[src/rtl/bsm_pkg.sv]
`default_nettype none

package bsm_pkg;

   localparam int ACTION_W = 3;
   localparam int ADDR_W = 16;
   localparam int DATA_W = 8;
   localparam int TARGET_W = 2;
   localparam int MAPPED_W = 19;
   localparam int MIRROR_W = 2;
   localparam int PAIRS_W = 6;
   localparam int CSR_INDEX_W = 1;
   localparam int CSR_DATA_W = 6;
   localparam int BANK_COUNT = 8;

   localparam logic [ACTION_W-1:0] ACT_CPU_READ = 3'd0;
   localparam logic [ACTION_W-1:0] ACT_CPU_WRITE = 3'd1;
   localparam logic [ACTION_W-1:0] ACT_PPU_ACCESS = 3'd2;
   localparam logic [ACTION_W-1:0] ACT_SCANLINE = 3'd3;
   localparam logic [ACTION_W-1:0] ACT_IRQ_ACK = 3'd4;

   localparam logic [TARGET_W-1:0] TGT_NONE = 2'd0;
   localparam logic [TARGET_W-1:0] TGT_PRG_ROM = 2'd1;
   localparam logic [TARGET_W-1:0] TGT_WORK_RAM = 2'd2;
   localparam logic [TARGET_W-1:0] TGT_CHR_ROM = 2'd3;

   localparam logic [MIRROR_W-1:0] MIR_VERTICAL = 2'd0;
   localparam logic [MIRROR_W-1:0] MIR_HORIZONTAL = 2'd1;
   localparam logic [MIRROR_W-1:0] MIR_FOUR_SCREEN = 2'd2;

   localparam logic [CSR_INDEX_W-1:0] CSR_PRG_BANK_PAIRS = 1'b0;
   localparam logic [CSR_INDEX_W-1:0] CSR_FOUR_SCREEN = 1'b1;

   // Upper three CPU address bits select the register window.
   localparam logic [2:0] WIN_WORK_RAM = 3'b011;
   localparam logic [2:0] WIN_BANK = 3'b100;
   localparam logic [2:0] WIN_MIRROR = 3'b101;
   localparam logic [2:0] WIN_IRQ_LATCH = 3'b110;
   localparam logic [2:0] WIN_IRQ_ENABLE = 3'b111;

   typedef struct packed {
      logic [TARGET_W-1:0] target;
      logic [MAPPED_W-1:0] mapped_address;
      logic                ram_enable;
      logic                ram_write;
      logic                ram_read;
      logic                irq_pending;
      logic [MIRROR_W-1:0] mirroring_mode;
   } ctrl_type;

endpackage

`default_nettype wire

[src/rtl/bsm_ctrl.sv]
`default_nettype none

module bsm_ctrl (
   input  wire logic                             clock,
   input  wire logic                             reset,
   input  wire logic                             accept,
   input  wire logic [bsm_pkg::ACTION_W-1:0]     action,
   input  wire logic [bsm_pkg::ADDR_W-1:0]       bus_address,
   input  wire logic [bsm_pkg::DATA_W-1:0]       write_data,
   input  wire logic                             csr_write_enable,
   input  wire logic [bsm_pkg::CSR_INDEX_W-1:0]  csr_index,
   input  wire logic [bsm_pkg::CSR_DATA_W-1:0]   csr_write_data,
   output bsm_pkg::ctrl_type                     ctrl
);
   import bsm_pkg::*;

   logic [DATA_W-1:0]   bank_regs_ff [BANK_COUNT];
   logic [DATA_W-1:0]   bank_regs_in [BANK_COUNT];
   logic [2:0]          select_index_ff, select_index_in;
   logic                prg_mode_ff, prg_mode_in;
   logic                chr_mode_ff, chr_mode_in;
   logic                ram_enable_ff, ram_enable_in;
   logic [MIRROR_W-1:0] mirror_ff, mirror_in;
   logic [DATA_W-1:0]   irq_latch_ff, irq_latch_in;
   logic [DATA_W-1:0]   irq_count_ff, irq_count_in;
   logic                reload_ff, reload_in;
   logic                irq_enable_ff, irq_enable_in;
   logic                irq_flag_ff, irq_flag_in;
   logic [PAIRS_W-1:0]  pairs_ff, pairs_in;

   logic [2:0]          rd_idx;
   logic [DATA_W-1:0]   bank_q;
   logic                use_fixed;
   logic [PAIRS_W-1:0]  fixed_bank;
   logic [PAIRS_W-1:0]  last_bank;
   logic [PAIRS_W-1:0]  second_last_bank;
   logic [4:0]          pairs_less_one;
   logic [10:0]         chr_offset;
   logic                chr_wide;
   logic [PAIRS_W-1:0]  prg_bank;
   logic [DATA_W-1:0]   bank_data;
   logic [2:0]          window;
   logic                is_ram;

   assign window = bus_address[15:13];
   assign is_ram = (window == WIN_WORK_RAM);
   assign pairs_less_one = pairs_ff[4:0] - 5'd1;
   assign last_bank = {pairs_less_one, 1'b1};
   assign second_last_bank = {pairs_less_one, 1'b0};

   // One bank register is read per request: program or pattern select.
   always_comb begin
      use_fixed = 1'b0;
      fixed_bank = second_last_bank;
      rd_idx = 3'd6;
      chr_offset = {1'b0, bus_address[9:0]};
      chr_wide = 1'b0;
      if (action == ACT_CPU_READ) begin
         unique case (bus_address[14:13])
            2'b00: begin
               use_fixed = prg_mode_ff;
               rd_idx = 3'd6;
            end
            2'b01: begin
               rd_idx = 3'd7;
            end
            2'b10: begin
               use_fixed = !prg_mode_ff;
               rd_idx = 3'd6;
            end
            default: begin
               use_fixed = 1'b1;
               fixed_bank = last_bank;
            end
         endcase
      end else begin
         if ((!bus_address[12]) ^ chr_mode_ff) begin
            chr_wide = 1'b1;
            rd_idx = {2'b00, bus_address[11]};
            chr_offset = bus_address[10:0];
         end else begin
            rd_idx = 3'd2 + {1'b0, bus_address[11:10]};
         end
      end
   end

   assign bank_q = bank_regs_ff[rd_idx];
   assign prg_bank = use_fixed ? fixed_bank : bank_q[PAIRS_W-1:0];

   always_comb begin
      bank_data = write_data;
      if (select_index_ff >= 3'd6) begin
         bank_data = write_data & 8'h3F;
      end else if (select_index_ff <= 3'd1) begin
         bank_data = write_data & 8'hFE;
      end
   end

   always_comb begin
      for (int i = 0; i < BANK_COUNT; i++) begin
         bank_regs_in[i] = bank_regs_ff[i];
      end
      select_index_in = select_index_ff;
      prg_mode_in = prg_mode_ff;
      chr_mode_in = chr_mode_ff;
      ram_enable_in = ram_enable_ff;
      mirror_in = mirror_ff;
      irq_latch_in = irq_latch_ff;
      irq_count_in = irq_count_ff;
      reload_in = reload_ff;
      irq_enable_in = irq_enable_ff;
      irq_flag_in = irq_flag_ff;
      pairs_in = pairs_ff;
      ctrl.target = TGT_NONE;
      ctrl.mapped_address = '0;
      ctrl.ram_enable = 1'b0;
      ctrl.ram_write = 1'b0;
      ctrl.ram_read = 1'b0;

      unique case (action)
         ACT_CPU_READ: begin
            if (is_ram) begin
               if (ram_enable_ff) begin
                  ctrl.target = TGT_WORK_RAM;
                  ctrl.ram_enable = accept;
                  ctrl.ram_read = 1'b1;
               end
            end else if (bus_address[15]) begin
               ctrl.target = TGT_PRG_ROM;
               ctrl.mapped_address = {prg_bank, bus_address[12:0]};
            end
         end
         ACT_CPU_WRITE: begin
            unique case (window)
               WIN_WORK_RAM: begin
                  if (ram_enable_ff) begin
                     ctrl.target = TGT_WORK_RAM;
                     ctrl.ram_enable = accept;
                     ctrl.ram_write = 1'b1;
                  end
               end
               WIN_BANK: begin
                  if (bus_address[0]) begin
                     bank_regs_in[select_index_ff] = bank_data;
                  end else begin
                     select_index_in = write_data[2:0];
                     prg_mode_in = write_data[6];
                     chr_mode_in = write_data[7];
                  end
               end
               WIN_MIRROR: begin
                  if (bus_address[0]) begin
                     ram_enable_in = write_data[7];
                  end else if (mirror_ff != MIR_FOUR_SCREEN) begin
                     mirror_in = write_data[0] ? MIR_HORIZONTAL : MIR_VERTICAL;
                  end
               end
               WIN_IRQ_LATCH: begin
                  if (bus_address[0]) begin
                     reload_in = 1'b1;
                  end else begin
                     irq_latch_in = write_data;
                  end
               end
               WIN_IRQ_ENABLE: begin
                  if (bus_address[0]) begin
                     irq_enable_in = 1'b1;
                  end else begin
                     irq_enable_in = 1'b0;
                     irq_flag_in = 1'b0;
                  end
               end
               default: begin
               end
            endcase
         end
         ACT_PPU_ACCESS: begin
            if (window == 3'b000) begin
               ctrl.target = TGT_CHR_ROM;
               if (chr_wide) begin
                  ctrl.mapped_address = {1'b0, bank_q, 10'b0} + {8'b0, chr_offset};
               end else begin
                  ctrl.mapped_address = {1'b0, bank_q, chr_offset[9:0]};
               end
            end
         end
         ACT_SCANLINE: begin
            if ((irq_count_ff == '0) || reload_ff) begin
               irq_count_in = irq_latch_ff;
               reload_in = 1'b0;
            end else begin
               irq_count_in = irq_count_ff - 8'd1;
            end
            if ((irq_count_in == '0) && irq_enable_ff) begin
               irq_flag_in = 1'b1;
            end
         end
         ACT_IRQ_ACK: begin
            irq_flag_in = 1'b0;
         end
         default: begin
         end
      endcase

      if (csr_write_enable) begin
         unique case (csr_index)
            CSR_PRG_BANK_PAIRS: begin
               pairs_in = csr_write_data;
            end
            CSR_FOUR_SCREEN: begin
               if (csr_write_data[0]) begin
                  mirror_in = MIR_FOUR_SCREEN;
               end else if (mirror_ff == MIR_FOUR_SCREEN) begin
                  mirror_in = MIR_VERTICAL;
               end
            end
            default: begin
            end
         endcase
      end

      ctrl.irq_pending = irq_flag_in;
      ctrl.mirroring_mode = mirror_in;
   end

   always_ff @(posedge clock) begin
      if (reset) begin
         for (int i = 0; i < BANK_COUNT; i++) begin
            bank_regs_ff[i] <= '0;
         end
         select_index_ff <= '0;
         prg_mode_ff <= 1'b0;
         chr_mode_ff <= 1'b0;
         ram_enable_ff <= 1'b1;
         mirror_ff <= MIR_VERTICAL;
         irq_latch_ff <= '0;
         irq_count_ff <= '0;
         reload_ff <= 1'b0;
         irq_enable_ff <= 1'b0;
         irq_flag_ff <= 1'b0;
         pairs_ff <= 6'd1;
      end else begin
         if (accept) begin
            for (int i = 0; i < BANK_COUNT; i++) begin
               bank_regs_ff[i] <= bank_regs_in[i];
            end
            select_index_ff <= select_index_in;
            prg_mode_ff <= prg_mode_in;
            chr_mode_ff <= chr_mode_in;
            ram_enable_ff <= ram_enable_in;
            irq_latch_ff <= irq_latch_in;
            irq_count_ff <= irq_count_in;
            reload_ff <= reload_in;
            irq_enable_ff <= irq_enable_in;
            irq_flag_ff <= irq_flag_in;
         end
         if (accept || csr_write_enable) begin
            mirror_ff <= mirror_in;
         end
         if (csr_write_enable) begin
            pairs_ff <= pairs_in;
         end
      end
   end

endmodule

`default_nettype wire

[config.mk]
export PLATFORM = sky130hd
export DESIGN_NAME = bsm_ctrl
export DESIGN_NICKNAME = d
export VERILOG_FILES = /design/src/rtl/bsm_pkg.sv /design/src/rtl/bsm_ctrl.sv
export SDC_FILE = /design/constraint.sdc
export NUM_CORES = 1
export LEC_CHECK = 0
export BUFFER_PORTS_ARGS = -buffer_cell sky130_fd_sc_hd__buf_2
export CORE_ASPECT_RATIO = 0.8
export CORE_UTILIZATION = 59
export DETAILED_ROUTE_END_ITERATION = 16
export PLACE_DENSITY = 0.8
export SYNTH_ARGS = -nofsm -noshare
export SYNTH_HDL_FRONTEND = slang
export SYNTH_SLANG_ARGS = --single-unit
[constraint.sdc]
create_clock -name clock -period 4.1 [get_ports clock]
set_input_delay 0.205 -clock clock [delete_from_list [all_inputs] [get_ports clock]]
set_output_delay 0.205 -clock clock [all_outputs]
set_load 0.01 [all_outputs]
==> summary.md <==
| Metric | Value |
|---|---|
| DR pass1 iterations | `6` |
| Ranking of synthesized cells by area | `edfxtp_1 (32%), mux2i_1 (15%), dfxtp_1 (11%)` |
| Number of port buffers | `63` |
| Largest net degree at the start of global routing | `49` |
| Row count | `32` |
| First-iteration detailed-routing DRC count | `348` |
| Max Cap Viol | `0` |
| Cell breakdown of the critical path | `xor2_2, mux2i_2, a21oi_1, a2111oi_0, o21bai_1, ha_1, ha_1, nor4b_1, and2_1, and4_1, or3_1, buf_2` |
| CP arrival | `3.47 ns` |
| Post-CTS Hold Fix Bufs | `0` |
| Post-synthesis cell area | `0.00592 mm²` |
| Initial antenna violation count | `0` |
| Initial core utilization | `61.1%` |
| FF+latch count, synth | `96` |
| CORE AREA | `0.00969 mm²` |
| Final worst path period share | `89.6%` |
| Antenna viol nets, final | `0` |
| Cell taking the most area after synthesis | `edfxtp_1` |
| Register area share after synthesis | `43.3%` |
| Drt drc | `0` |
| Post-CTS setup buffer count | `0` |
| Most frequent cells in the layout | `nor2_1 (107), mux2i_1 (90), edfxtp_1 (64), buf_2 (63), nand2_1 (36)` |
| Avg Inst Size Synth | `9.79 µm²` |
| Crit-path most repeated cell | `ha_1` |
| Total GRT Usage | `27.9%` |
| Ys async rst share | `0%` |
| Hold Vio Cnt, Final | `0` |
| Critical Path Start Type | `flop` |
| Synth Instances | `605` |
| Clock-pin slew on the worst setup and hold paths | `0.07 ns` |
| Worst Clk Skew | `0.0103 ns` |
| Top cell type's share of synthesized area | `32.4%` |
| H-tree lvl count | `3` |
| Max VDD drop | `0.238 mV` |
| NumNets Final | `677` |
| Total power draw | `2.17 mW` |
| Number of global-route vias before repair | `4431` |
| Slowest stage cell on the critical path | `a2111oi_0` |
| Most common cell after layout, fill and taps aside | `nor2_1` |
| Die height | `91.6 µm` |
| Synth cell types | `69` |
| First-pass GRT wire length | `22.4 mm` |
| CTS tree | `built` |
| Yosys Warn Count | `0` |
| Clock Tree Buf Depth | `2` |
| CP Max Fanout | `3` |
| Leak pwr | `2.69 nW` |
| Vias | `4737` |
| Tmin final | `3.67 ns` |
| Worst-skew pair later-pin latency | `0.35 ns` |
| Status | `finished clean` |
| Slew headroom | `16.4%` |
| Total die area | `0.0104 mm²` |
| Antenna Cells | `0` |
| Max Fclk | `272 MHz` |
| Largest delay share family, worst path | `simple AND/OR/NAND/NOR gates` |
| Die width | `114 µm` |
| Worst-margin pin slew | `1.25 ns` |
| Cts repair resizes | `0` |
| Root Driver | `clkbuf_16` |
| WS Path Type | `reg2out` |
| Ports | `65` |
| Routed wire length per instance | `18.0 µm` |
| Synth Flop Type | `edfxtp_1` |
| Unrepaired setup endpoints after global routing | `false` |
| Total CTS buffers | `9` |
| Sum of negative setup slack | `0 ns` |
| Crit path buffers/inverters | `1` |
| Slew Viols, Final | `0` |
| Fraction of layout cells with a size suffix above 1 | `18.9%` |
| Crit. End Element | `output port` |
| DRT Wirelength | `14.0 mm` |
| GRT overflow | `0` |
| Finish-stage setup viols | `0` |
| Worst hold path type | `in2reg` |
| CTS sink cnt | `96` |
| Placer Congestion | `0.931` |
| Syn-to-layout area delta | `10.4%` |
| Mapped Nets | `647` |
| Detailed placer's ending HPWL | `9.65 mm` |
| EDFF count, synth | `64` |
| Required @ worst endpoint | `3.89 ns` |
| Vias per std cell | `6.10` |
| Critical Path Max Stage Delay | `0.51 ns` |
| PwrDens | `333 mW/mm²` |
[final timing paths]
check	start	endpoint	slack, ns	cells past startpoint
worst max-delay path	chr_mode_ff	ctrl[22]	0.43	12
worst min-delay path	csr_write_data[0]	pairs_ff[0]	0.08	2
worst max register to register	irq_count_ff[0]	irq_flag_ff	1.73	9
worst min register to register	irq_flag_ff	irq_flag_ff	0.49	2
[power breakdown]
group	internal, mW	switching [mW]
combinational	0.107	0.174
sequential	1.07	0.0217
clock	0.420	0.379
[per-layer routing]
metal	wire length, µm	global-route usage [%]
met1	6300	39.4
met2	6460	43.8
met3	1020	4.82
met4	186	8.87
met5	0	0
[through the flow]
step / std cells / worst slack, ns / utilization (%) / cell area (µm²) / hold WS [ns]
after floorplan: 605 / 1.00 / - / 5920 / 0.323
after global placement: 760 / 0.796 / 64.6 / 6260 / 0.429
after detailed placement: 760 / 0.731 / 64.6 / 6260 / 0.431
after CTS: 776 / 0.468 / 67.5 / 6540 / 0.0727
after global routing: 776 / 0.218 / 67.5 / 6540 / 0.0859
final: 776 / 0.427 / 67.5 / 6540 / 0.0778
[logic make-up after synthesis]
group	count (synthesis)	share of synthesized area [%]
compound gates	81	9.10
fa+ha+maj	4	0.845
xor+xnor	13	2.18
flops	96	43.3
mux	107	19.6
simple gates	240	20.4
buf+inv	64	4.67
[cells in the mapped netlist, types with 7 or more instances]
cell and count:
nor2b_1 14, mux2_2 8, nor2_1 107, o21ai_0 15
nand3b_1 7, o211ai_1 10, dfxtp_1 32, nand2_1 36
buf_2 11, inv_1 8, nand4_1 8, nand3_1 11
edfxtp_1 64, nor3b_1 7, clkbuf_1 36, a21oi_1 21
nor3_1 8, mux2i_1 90
[layout make-up]
| class | count | area, µm² |
|---|---|---|
| inverter | 8 | 30.0 |
| clock inverter | 7 | 53.8 |
| multi-input combinational | 445 | 3090 |
| timing repair buffer | 75 | 405 |
| fill | 760 | 3150 |
| tap | 136 | 170 |
| clock buffer | 9 | 225 |
| sequential | 96 | 2560 |
[flip-flops by register name (all words and copies together) (netlist names), 2 cells and up]
name / flops
mirror_ff: 2
irq_count_ff: 8
bank_regs_ff: 64
pairs_ff: 5
irq_latch_ff: 8
select_index_ff: 3
Power figures use the tool's default switching activity.
